--- config.mk ---
export PLATFORM = sky130hd
export DESIGN_NAME = ipv4_header_builder
export DESIGN_NICKNAME = d
export VERILOG_FILES = /design/src/rtl/core/ipv4hb_pkg.sv /design/src/rtl/core/ipv4hb_front.sv /design/src/rtl/core/ipv4hb_queue.sv /design/src/rtl/core/ipv4hb_back.sv /design/src/rtl/core/ipv4_header_builder.sv
export SDC_FILE = /design/constraint.sdc
export NUM_CORES = 1
export LEC_CHECK = 0
export ABC_AREA = 0
export ABC_CLOCK_PERIOD_IN_PS = 17100
export BUFFER_PORTS_ARGS = -buffer_cell sky130_fd_sc_hd__clkbuf_2
export CORE_MARGIN = 3
export CORE_UTILIZATION = 45
export CTS_BUF_LIST = sky130_fd_sc_hd__clkbuf_8
export DETAILED_ROUTE_END_ITERATION = 8
export PLACE_DENSITY_LB_ADDON = 0.05
export SYNTH_ARGS = -nofsm -noshare
export SYNTH_HDL_FRONTEND = slang
export SYNTH_HIERARCHICAL = 1
export SYNTH_SLANG_ARGS = --single-unit
--- constraint.sdc ---
create_clock -name i_clk -period 17.1 [get_ports i_clk]
set_input_delay 4.275 -clock i_clk [delete_from_list [all_inputs] [get_ports i_clk]]
set_output_delay 4.275 -clock i_clk [all_outputs]
set_load 0.01 [all_outputs]
--- src/rtl/core/ipv4hb_pkg.sv ---
// ----------------------------------------------------------------------------
// ipv4hb_pkg
// types and fixed constants shared by the ipv4 header builder modules
// ----------------------------------------------------------------------------
package ipv4hb_pkg;

    localparam int unsigned HDR_WORDS = 5;

    localparam logic [7:0]  VER_IHL      = 8'h45;
    localparam logic [7:0]  TTL_VALUE    = 8'd64;
    localparam logic [7:0]  PROTO_UDP    = 8'h11;
    localparam logic [16:0] HDR_BYTES    = 17'd20;
    localparam logic [2:0]  HDR_LAST_POS = 3'd4;

    // input transaction
    typedef struct packed {
        logic [15:0] payload_length;
        logic [15:0] datagram_id;
        logic [12:0] frag_offset;
        logic        more_frag;
        logic [31:0] source_address;
        logic [31:0] destination_address;
    } t_in_item;

    // output transaction
    typedef struct packed {
        logic [31:0] header_word;
        logic [2:0]  word_index;
        logic        last_word;
        logic        length_error;
    } t_out_item;

    // one built header, or an error marker
    typedef struct packed {
        logic                          err;
        logic [HDR_WORDS-1:0][31:0]    words;
    } t_hdr_entry;

    // queue head as seen by the back end
    typedef struct packed {
        logic       valid;
        t_hdr_entry entry;
    } t_q_head;

endpackage

--- src/rtl/core/ipv4hb_front.sv ---
// ----------------------------------------------------------------------------
// ipv4hb_front
// accepts transactions, checks length, builds header words and checksum
// ----------------------------------------------------------------------------
module ipv4hb_front
    import ipv4hb_pkg::*;
(
    input  logic       i_clk,
    input  logic       i_rst_n,
    input  logic       i_in_valid,
    output logic       o_in_stall,
    input  t_in_item   i_in_item,
    output logic       o_push,
    output t_hdr_entry o_push_entry,
    input  logic       i_q_full
);

    logic        r_valid;
    t_hdr_entry  r_entry;
    logic [19:0] r_sum;

    t_hdr_entry  n_entry;
    logic [19:0] n_sum;
    logic [16:0] total;
    logic        load;
    logic [16:0] fold1;
    logic [15:0] fold2;

    // header without checksum, and the raw 16-bit half sum
    always_comb begin
        total = {1'b0, i_in_item.payload_length} + HDR_BYTES;
        n_entry.err = total[16];
        n_entry.words[0] = {VER_IHL, 8'h00, total[15:0]};
        n_entry.words[1] = {i_in_item.datagram_id, 2'b00, i_in_item.more_frag,
                            i_in_item.frag_offset};
        n_entry.words[2] = {TTL_VALUE, PROTO_UDP, 16'h0000};
        n_entry.words[3] = i_in_item.source_address;
        n_entry.words[4] = i_in_item.destination_address;
        n_sum = {4'h0, VER_IHL, 8'h00} + {4'h0, total[15:0]}
              + {4'h0, n_entry.words[1][31:16]} + {4'h0, n_entry.words[1][15:0]}
              + {4'h0, TTL_VALUE, PROTO_UDP}
              + {4'h0, i_in_item.source_address[31:16]}
              + {4'h0, i_in_item.source_address[15:0]}
              + {4'h0, i_in_item.destination_address[31:16]}
              + {4'h0, i_in_item.destination_address[15:0]};
    end

    assign o_in_stall = r_valid && i_q_full;
    assign load       = !o_in_stall;

    always_ff @(posedge i_clk) begin
        if (!i_rst_n) begin
            r_valid <= 1'b0;
        end else if (load) begin
            r_valid <= i_in_valid;
        end
    end

    always_ff @(posedge i_clk) begin
        if (load && i_in_valid) begin
            r_entry <= n_entry;
            r_sum   <= n_sum;
        end
    end

    // end-around carry, two folds clear any carry from a 20-bit sum
    always_comb begin
        fold1 = {1'b0, r_sum[15:0]} + {13'h0000, r_sum[19:16]};
        fold2 = fold1[15:0] + {15'h0000, fold1[16]};
        o_push_entry = r_entry;
        o_push_entry.words[2][15:0] = ~fold2;
    end

    assign o_push = r_valid && !i_q_full;

endmodule

--- src/rtl/core/ipv4hb_queue.sv ---
// ----------------------------------------------------------------------------
// ipv4hb_queue
// two-entry queue of built headers between front and back end
// ----------------------------------------------------------------------------
module ipv4hb_queue
    import ipv4hb_pkg::*;
(
    input  logic       i_clk,
    input  logic       i_rst_n,
    input  logic       i_push,
    input  t_hdr_entry i_push_entry,
    output logic       o_full,
    input  logic       i_pop,
    output t_q_head    o_head
);

    t_hdr_entry  r_mem [2];
    logic        r_wr_ptr;
    logic        r_rd_ptr;
    logic [1:0]  r_count;

    logic [1:0]  n_count;

    assign o_full       = (r_count == 2'd2);
    assign o_head.valid = (r_count != 2'd0);
    assign o_head.entry = r_mem[r_rd_ptr];

    always_comb begin
        n_count = r_count;
        if (i_push && !i_pop) begin
            n_count = r_count + 2'd1;
        end else if (!i_push && i_pop) begin
            n_count = r_count - 2'd1;
        end
    end

    always_ff @(posedge i_clk) begin
        if (!i_rst_n) begin
            r_wr_ptr <= 1'b0;
            r_rd_ptr <= 1'b0;
            r_count  <= 2'd0;
        end else begin
            r_count <= n_count;
            if (i_push) begin
                r_wr_ptr <= ~r_wr_ptr;
            end
            if (i_pop) begin
                r_rd_ptr <= ~r_rd_ptr;
            end
        end
    end

    always_ff @(posedge i_clk) begin
        if (i_push) begin
            r_mem[r_wr_ptr] <= i_push_entry;
        end
    end

endmodule

--- src/rtl/core/ipv4hb_back.sv ---
// ----------------------------------------------------------------------------
// ipv4hb_back
// walks the queue head word by word into the output register
// ----------------------------------------------------------------------------
module ipv4hb_back
    import ipv4hb_pkg::*;
(
    input  logic      i_clk,
    input  logic      i_rst_n,
    input  t_q_head   i_head,
    output logic      o_pop,
    output logic      o_out_valid,
    input  logic      i_out_stall,
    output t_out_item o_out_item
);

    logic      r_out_valid;
    t_out_item r_out_item;
    logic [2:0] r_pos;

    t_out_item n_out_item;
    logic      load;
    logic      last;

    assign load = !r_out_valid || !i_out_stall;
    assign last = i_head.entry.err || (r_pos == HDR_LAST_POS);
    assign o_pop = load && i_head.valid && last;

    always_comb begin
        if (i_head.entry.err) begin
            n_out_item.header_word  = 32'h0000_0000;
            n_out_item.word_index   = 3'd0;
            n_out_item.last_word    = 1'b1;
            n_out_item.length_error = 1'b1;
        end else begin
            n_out_item.header_word  = i_head.entry.words[r_pos];
            n_out_item.word_index   = r_pos;
            n_out_item.last_word    = (r_pos == HDR_LAST_POS);
            n_out_item.length_error = 1'b0;
        end
    end

    always_ff @(posedge i_clk) begin
        if (!i_rst_n) begin
            r_out_valid <= 1'b0;
            r_pos       <= 3'd0;
        end else if (load) begin
            r_out_valid <= i_head.valid;
            if (i_head.valid) begin
                r_pos <= last ? 3'd0 : r_pos + 3'd1;
            end
        end
    end

    always_ff @(posedge i_clk) begin
        if (load && i_head.valid) begin
            r_out_item <= n_out_item;
        end
    end

    assign o_out_valid = r_out_valid;
    assign o_out_item  = r_out_item;

endmodule

--- src/rtl/core/ipv4_header_builder.sv ---
// ----------------------------------------------------------------------------
// ipv4_header_builder
// builds the 20-byte ipv4 header of a udp fragment as five 32-bit words
// ----------------------------------------------------------------------------
// usage
//   input channel: one transaction per datagram fragment (length, id,
//   offset, more-fragments flag, addresses), taken on i_in_valid && !o_in_stall
//   output channel: five transactions per input, header words 0..4 in network
//   order with last_word on word 4; if payload + 20 exceeds 65535 a single
//   transaction with length_error set and a zero word is given instead
//   path: a taken input is registered in the front, written into the queue,
//   then loaded into the output register
//   rate: the output register moves one header word per cycle while
//   i_out_stall is low; a length error gives one word instead of five
//   the front keeps accepting while the back emits, up to two built headers
//   wait in the queue plus one in the front register
//   reset: synchronous on i_rst_n low, clears all valid flags and the word
//   position, no transaction is in flight afterwards
//   receiver stall: i_out_stall holds the output register; the queue fills
//   and o_in_stall rises only once front and queue are both full
// ----------------------------------------------------------------------------
module ipv4_header_builder
    import ipv4hb_pkg::*;
(
    input  logic      i_clk,
    input  logic      i_rst_n,
    input  logic      i_in_valid,
    output logic      o_in_stall,
    input  t_in_item  i_in_item,
    output logic      o_out_valid,
    input  logic      i_out_stall,
    output t_out_item o_out_item
);

    // front to queue
    logic       push;
    t_hdr_entry push_entry;
    logic       q_full;

    // queue to back
    t_q_head    q_head;
    logic       pop;

    // length check, header assembly and checksum
    ipv4hb_front u_front (
        .i_clk        (i_clk),
        .i_rst_n      (i_rst_n),
        .i_in_valid   (i_in_valid),
        .o_in_stall   (o_in_stall),
        .i_in_item    (i_in_item),
        .o_push       (push),
        .o_push_entry (push_entry),
        .i_q_full     (q_full)
    );

    // decouples header building from word emission
    ipv4hb_queue u_queue (
        .i_clk        (i_clk),
        .i_rst_n      (i_rst_n),
        .i_push       (push),
        .i_push_entry (push_entry),
        .o_full       (q_full),
        .i_pop        (pop),
        .o_head       (q_head)
    );

    // word sequencer and output register
    ipv4hb_back u_back (
        .i_clk       (i_clk),
        .i_rst_n     (i_rst_n),
        .i_head      (q_head),
        .o_pop       (pop),
        .o_out_valid (o_out_valid),
        .i_out_stall (i_out_stall),
        .o_out_item  (o_out_item)
    );

endmodule

**Word level (Yosys, flattened, before mapping)**

Memory sizes are Yosys's and may differ from the RTL's. A register that Yosys moved wholly into a read port is not among the register bits.
Index checks and enable logic that the tools add are counted.

- Add/subtract/negate cells: 14
- $mul: 0
- Divide/modulo/power cells: 0
- $lt $le $gt $ge: 1
- Equal/unequal tests: 2
- Shifts and indexed selects: 0
- Mux-type cells: 10
- Bitwise operators: 3
- Reductions and logical operators: 18

Operator list:

| kind | count |
|---|---|
| $add A20 B16 Y20 | 5 |
| $bmux W32 S3 | 1 |
| $mux W32 | 1 |
| $add A20 B14 Y20 | 1 |
| $add A20 B15 Y20 const B | 1 |
| $add A15 B16 Y17 const A | 1 |
| $add A16 B4 Y17 | 1 |
| $add A16 B5 Y17 const B | 1 |
| $add A16 B1 Y16 | 1 |
| $not A16 Y16 | 1 |
| $logic_and A1 B1 Y1 | 7 |
| $logic_not A1 Y1 | 6 |
| $mux W1 | 5 |
| $lt A3 B4 Y1 const B | 1 |
| $mux W2 | 2 |
| $reduce_bool A2 Y1 | 2 |
| $add A3 B1 Y3 const B | 1 |
| $eq A3 B3 Y1 const B | 1 |
| $mux W3 | 1 |
| $add A2 B1 Y2 const B | 1 |
| $eq A2 B2 Y1 const B | 1 |
| $logic_or A1 B1 Y1 | 2 |
| $not A1 Y1 | 2 |
| $reduce_and A2 Y1 | 1 |
| $sub A2 B1 Y2 const B | 1 |

- Bits in registers: 177
- Bits in latches: 0
- Bits in writable memories: 254
- Bits in read-only memories: 0
- Input bits: 114
- Output and inout port bits: 39
- Word-level logic and storage cells: 65
- Memories kept: 1

Memory list:

| name | depth | width | rd ports | clocked after Yosys merged registers in | wr ports | RTL line | text |
|---|---|---|---|---|---|---|---|
| u_queue.r_mem | 2 | 127 | 1 | 1 | 1 | ipv4hb_queue.sv:17 | `t_hdr_entry r_mem [2];` |

**Longest topological paths before layout**

- Word-level depth: 9
- Mapped depth: 18
- Gate-level depth less buffers: 18

**Modules after synthesis**

Netlist, hierarchy kept.

By module, submodules not included:

| module | instances | cells an instance | area an instance (µm²) | sequential area each (µm²) |
|---|---|---|---|---|
| ipv4hb_queue | 1 | 523 | 12,197.9 | 9,769.4 |
| ipv4hb_front | 1 | 708 | 8,446.9 | 3,923.8 |
| ipv4hb_back | 1 | 214 | 2,658.8 | 1,191.1 |

**Least setup slack after synthesis**

Ideal clock, no wire load.

- Path kind: in2reg
- Start point: input i_in_valid
- End point: register u_front.r_entry (netlist bit u_front/o_push_entry[0]), enable pin
- Setup time: 635 ps
- Arrival time: 9,909 ps
- Data required time: 16,465 ps
- Slack: 6,556 ps
- Stages on the path: 1
- Buffers on the path: 0
- Cell sequence: nor2b_1

- Longest elaborated chain between the ends: 1

RTL lines:

| element | RTL line | text |
|---|---|---|
| start: declaration | ipv4_header_builder.sv:27 | `input logic i_in_valid,` |
| $logic_and A1 B1 Y1 | ipv4hb_front.sv:60 | `if (load && i_in_valid) begin` |
| end signal: assignment | ipv4hb_front.sv:61 | `r_entry <= n_entry;` |
| end: declaration | ipv4hb_front.sv:19 | `t_hdr_entry r_entry;` |

Every way passes these cells.
A chain may end at the register's enable or synchronous reset.

**Final worst setup path**

- Start point: input i_in_item[2] in the netlist's numbering
- End point: register u_front.r_sum[18], data pin

- Longest elaborated chain between the ends: 1

RTL lines:

| element | RTL line | text |
|---|---|---|
| start: declaration | ipv4_header_builder.sv:29 | `input t_in_item i_in_item,` |
| $add A20 B16 Y20 | ipv4hb_front.sv:45 | `+ {4'h0, i_in_item.destination_address[15:0]};` |
| named net u_front.n_sum[18] | ipv4hb_front.sv:23 | `logic [19:0] n_sum;` |
| end signal: assignment | ipv4hb_front.sv:62 | `r_sum <= n_sum;` |
| end: declaration | ipv4hb_front.sv:20 | `logic [19:0] r_sum;` |

The timed path passes the listed nets, and every way through them passes these cells.

==> metrics list <==
- Status: finished clean
- For the pin with the worst max-slew slack, the measured transition is around 1.0 ns.
- CP bufs+invs: 5
* Relative slew slack: 30.2%
* Endpoints failing setup: 0
- For met3 alone, demand over resource in global routing was 3.17%.
- Setup repair after global routing left no endpoint under its margin.
* First element of the critical path: i_in_item[2]
* # hold bufs at CTS: 0
- For this run, the leading register cell type out of synthesis is sky130_fd_sc_hd__edfxtp_1.
- The cell that appears most often on the critical path is sky130_fd_sc_hd__fa_1.
- TritonCTS built the clock tree.
- For this design the top-level I/O count stands at 153.
- The synthesized design contains slightly below 500 enable-type register cells.
* Placeable core area: between 50000 and 60000 um^2
- TritonCTS sink count: between 400 and 500
- Setup Fix Bufs, Post-CTS: 0
- Across the routed clock network, the largest skew measured is 0.0196 ns.
- Measured along the x axis, the die boundary spans approximately 230 um.
- Start point of the worst hold path: u_front/o_push_entry[158]$_DFFE_PP_
- # diodes: 0
- Switching fraction of total power: 33.1%
- For the worst setup path, the data required time is ~17 ns.
* Antenna violations before repair: 1
* Kind of end point of the critical path: flop
- Sorting the synthesized cells by area gives the leading types as sky130_fd_sc_hd__edfxtp_1, sky130_fd_sc_hd__fa_1, sky130_fd_sc_hd__mux2_4.
* Maximum number of pins on one net before global-route repair: 163
- Period utilization: just over 50%
- Distinct cell type count of the synthesized netlist: 68
- Post-layout net count: 1895
- The path class of the tightest hold or removal check is reg -> reg.
- Net Switching: around 1.4 mW
* Synthesized instance count: 1445
* Standard cell with the maximum stage delay on the critical path: sky130_fd_sc_hd__fa_1
* Die H: 234 um
- Pre-CTS setup slack: roughly 7.8 ns
- Reg-to-reg startpoint: u_front/r_sum[18]$_DFFE_PP_
- Post-place instance area: 24600 um^2
- Max-Cap Viols: 0
- Gates resized, CTS repair: 0
* Cell Area, Synth: 23300 um^2
* Yosys top cell by area: sky130_fd_sc_hd__edfxtp_1
- The number of hold violations in the final report is 0.
* Routed wire length per instance: 20.1 um
- Setup_tns: 0 ns
- In this run, placement finished with an instance count of 2243.
* Seq/Total Area, Yosys: between 60% and 70%
- Residual antenna-violating net count after detailed routing: 0
- Internal power comes to 2.78 mW.
- Port bufs: 152
* Clock Power Share: between 20 and 25%
- The layer flagged by global routing as most heavily used is met2.
- Maximum fanout encountered on the critical timing path: 3
- Global-route usage over all layers: 18.0%
- Using the TritonRoute via totals, the vias-per-cell ratio works out to 4.86.
* Async set-or-reset flop fraction in the synthesized netlist: 0%
* Met1 track demand over resource in global routing: between 20 and 25%
- Fmax achieved: 116 MHz
- Final instance area: 26100 um^2
- Leakage power: about 10 nW
- FF+latch count, synth: 499
- Clock period minus worst slack: 8.62 ns
* Share of Yosys cell area claimed by the top area cell type: 63.0%
- Non-filler cells, final: 2397
* Delay of the slowest cell on the worst path: 0.55 ns
- The routed design has 48.2 mm of wire.
* Starting utilization of the core area: 46.0%
* Area grow syn2layout: 12.2%
- Total gr overflow: 0
* Critical path type: in -> reg
- Registers are responsible for a little over two fifths of the overall power.
* First-pass GRT wire length: 72.6 mm
- Pre-Repair DR Iteration Count: 5
* Total number of vias: 11.7k
* HPWL after detailed placement: between 30 and 40 mm
- Cell family with most CP delay: adder cells
- Row count: ~80
- Number of levels the H-tree was split into: 3
- Dividing the synthesized area by the synthesized cell count gives ~16 um^2.
* Total Die Area: 54600 um^2
* CTS Buf Count: 85
* Root buffer cell: sky130_fd_sc_hd__clkbuf_8
- Dividing total power by cell area gives a power density of 159 nW/um^2.
- STA classifies the critical path startpoint as an input port.
- Logic pwr share: 35.2%
* Clock latency at the later pin of the worst-skew pair: around 0.65 ns
- Fraction of layout cells with a size suffix above 1: 27.9%
- Max Root-Sink Buffers: 3
- Hold is met by 0.440 ns.
- Final GP Congestion: approximately 0.78
* Final Max Tran Viols: 0
* Number of global-route vias before repair: 12.3k
- Yosys printed 6 warnings.
* Clock transition at the registers of the reported paths: 0.05 ns
* Post-route worst setup slack: 8.48 ns
- IR analysis of the VDD net gives a maximum drop of between 0.00009 and 0.0001 V.
- Starting DRC count in detailed routing: 584
* List of cells traversed by the critical path: clkbuf_2 > inv_1 > fa_1 > inv_1 > fa_1 > fa_1 > inv_1 > fa_1 > inv_1 > ha_1 > fa_1 > a21o_1 > a21oi_1 > o21bai_1 > a21oi_1 > o21ai_1 > a2111oi_2 > o21ai_0
- For this run, design rule violations remaining after detail routing come to 0.
* Met2 track demand over resource: between 20% and 30%
- STA puts the critical path data arrival time at 9.00 ns.
-- kinds of logic (layout without fill, tap and decap cells) --
| family | Yosys count | in the layout | synth area share [%] |
|---|---|---|---|
| fa+ha+maj | 123 | 123 | 9.12 |
| other cells | 2 | 34 | 0.0322 |
| buf+inv | 299 | 547 | 6.14 |
| flops | 499 | 499 | 63.9 |
| compound gates | 135 | 135 | 3.92 |
| xor+xnor | 43 | 43 | 1.62 |
| simple gates | 118 | 118 | 2.90 |
| mux | 226 | 226 | 12.4 |
-- flip-flops by register name, summed over array words and instances, names as in the netlist, named ones only --
name                  count
u_back/o_out_item        37
u_front/o_push_entry    111
u_queue/r_mem           322
u_front/r_sum            19
u_queue/r_rd_ptr          1
u_back/o_out_valid        1
u_queue/r_count           2
u_front/r_valid           1
u_back/r_pos              3
u_queue/r_wr_ptr          1
-- metrics by stage --
step | power (mW) | utilization (%)
6_report | 4.15 | 51.6
5_1_grt | 4.43 | 51.6
4_1_cts | 4.22 | 51.6
3_5_place_dp | 3.23 | 48.6
3_3_place_gp | 3.23 | 48.6
2_1_floorplan | 2.85 | -
-- path summary, 6_finish.rpt --
check	slack [ns]	end	depth (start not counted)
worst max register to register	13.34	u_queue/r_mem[0][77]$_DFFE_PP_	12
worst min-delay path	0.44	u_queue/r_mem[1][158]$_DFFE_PP_	0
worst max-delay path	8.48	u_front/r_sum[18]$_DFFE_PP_	18
worst min register to register	0.44	u_queue/r_mem[1][158]$_DFFE_PP_	0
-- cell usage after synthesis (4+ instances only) --
library cell               number
sky130_fd_sc_hd__nor2b_1       12
sky130_fd_sc_hd__inv_1        229
sky130_fd_sc_hd__a21o_1         8
sky130_fd_sc_hd__xor2_1        17
sky130_fd_sc_hd__nand3_1       10
sky130_fd_sc_hd__dfxtp_1       10
sky130_fd_sc_hd__nand2_1       27
sky130_fd_sc_hd__nor3_1         4
sky130_fd_sc_hd__nor2_1        25
sky130_fd_sc_hd__nand4_1        8
sky130_fd_sc_hd__o21a_1         4
sky130_fd_sc_hd__buf_4         34
sky130_fd_sc_hd__xnor2_1       26
sky130_fd_sc_hd__mux2i_1       33
sky130_fd_sc_hd__mux2_2        90
sky130_fd_sc_hd__clkbuf_1       4
sky130_fd_sc_hd__or2_2          4
sky130_fd_sc_hd__buf_6         16
sky130_fd_sc_hd__o21ai_0        8
sky130_fd_sc_hd__a21oi_1       20
sky130_fd_sc_hd__a21boi_0       4
sky130_fd_sc_hd__and2_1         5
sky130_fd_sc_hd__o21ai_1       32
sky130_fd_sc_hd__a22oi_1       31
sky130_fd_sc_hd__buf_8          4
sky130_fd_sc_hd__fa_1          78
sky130_fd_sc_hd__mux2_4       103
sky130_fd_sc_hd__ha_1          45
sky130_fd_sc_hd__edfxtp_1     489
sky130_fd_sc_hd__buf_2         12
-- power groups by stage --
| stage | Clock (mW) | Combinational, mW | Sequential (mW) |
|---|---|---|---|
| 6_report | 0.961 | 1.46 | 1.73 |
| 5_1_grt | 1.05 | 1.63 | 1.75 |
| 4_1_cts | 0.999 | 1.49 | 1.73 |
| 3_5_place_dp | 0 | 1.48 | 1.76 |
| 3_3_place_gp | 0 | 1.48 | 1.75 |
| 2_1_floorplan | 0 | 1.09 | 1.76 |
-- layer usage --
| layer | vias up | wire length [um] |
|---|---|---|
| met3 | 70 | 2040 |
| li1 | 5543 | - |
| met2 | 220 | 23100 |
| met1 | 5823 | 21700 |
| met5 | - | 0 |
| met4 | 0 | 1310 |
-- cells in the final DEF, fill, tap and decap left out, types with 27 or more instances in the layout --
master                       n
sky130_fd_sc_hd__a22oi_1    31
sky130_fd_sc_hd__mux2_4    103
sky130_fd_sc_hd__ha_1       45
sky130_fd_sc_hd__mux2_2     90
sky130_fd_sc_hd__clkbuf_8   88
sky130_fd_sc_hd__o21ai_1    32
sky130_fd_sc_hd__edfxtp_1  489
sky130_fd_sc_hd__fa_1       78
sky130_fd_sc_hd__conb_1     34
sky130_fd_sc_hd__clkbuf_2  152
sky130_fd_sc_hd__nand2_1    27
sky130_fd_sc_hd__inv_1     263
sky130_fd_sc_hd__mux2i_1    33
-- layout make-up --
| cell class | count | area (um^2) |
|---|---|---|
| Fill cell | 4303 | 24500 |
| Sequential cell | 499 | 14900 |
| Multi-Input combinational cell | 679 | 7140 |
| Clock buffer | 88 | 1210 |
| Timing Repair Buffer | 164 | 888 |
| Inverter | 229 | 860 |
| Tap cell | 672 | 841 |
| Clock inverter | 66 | 302 |
Power figures use the tool's default switching activity.
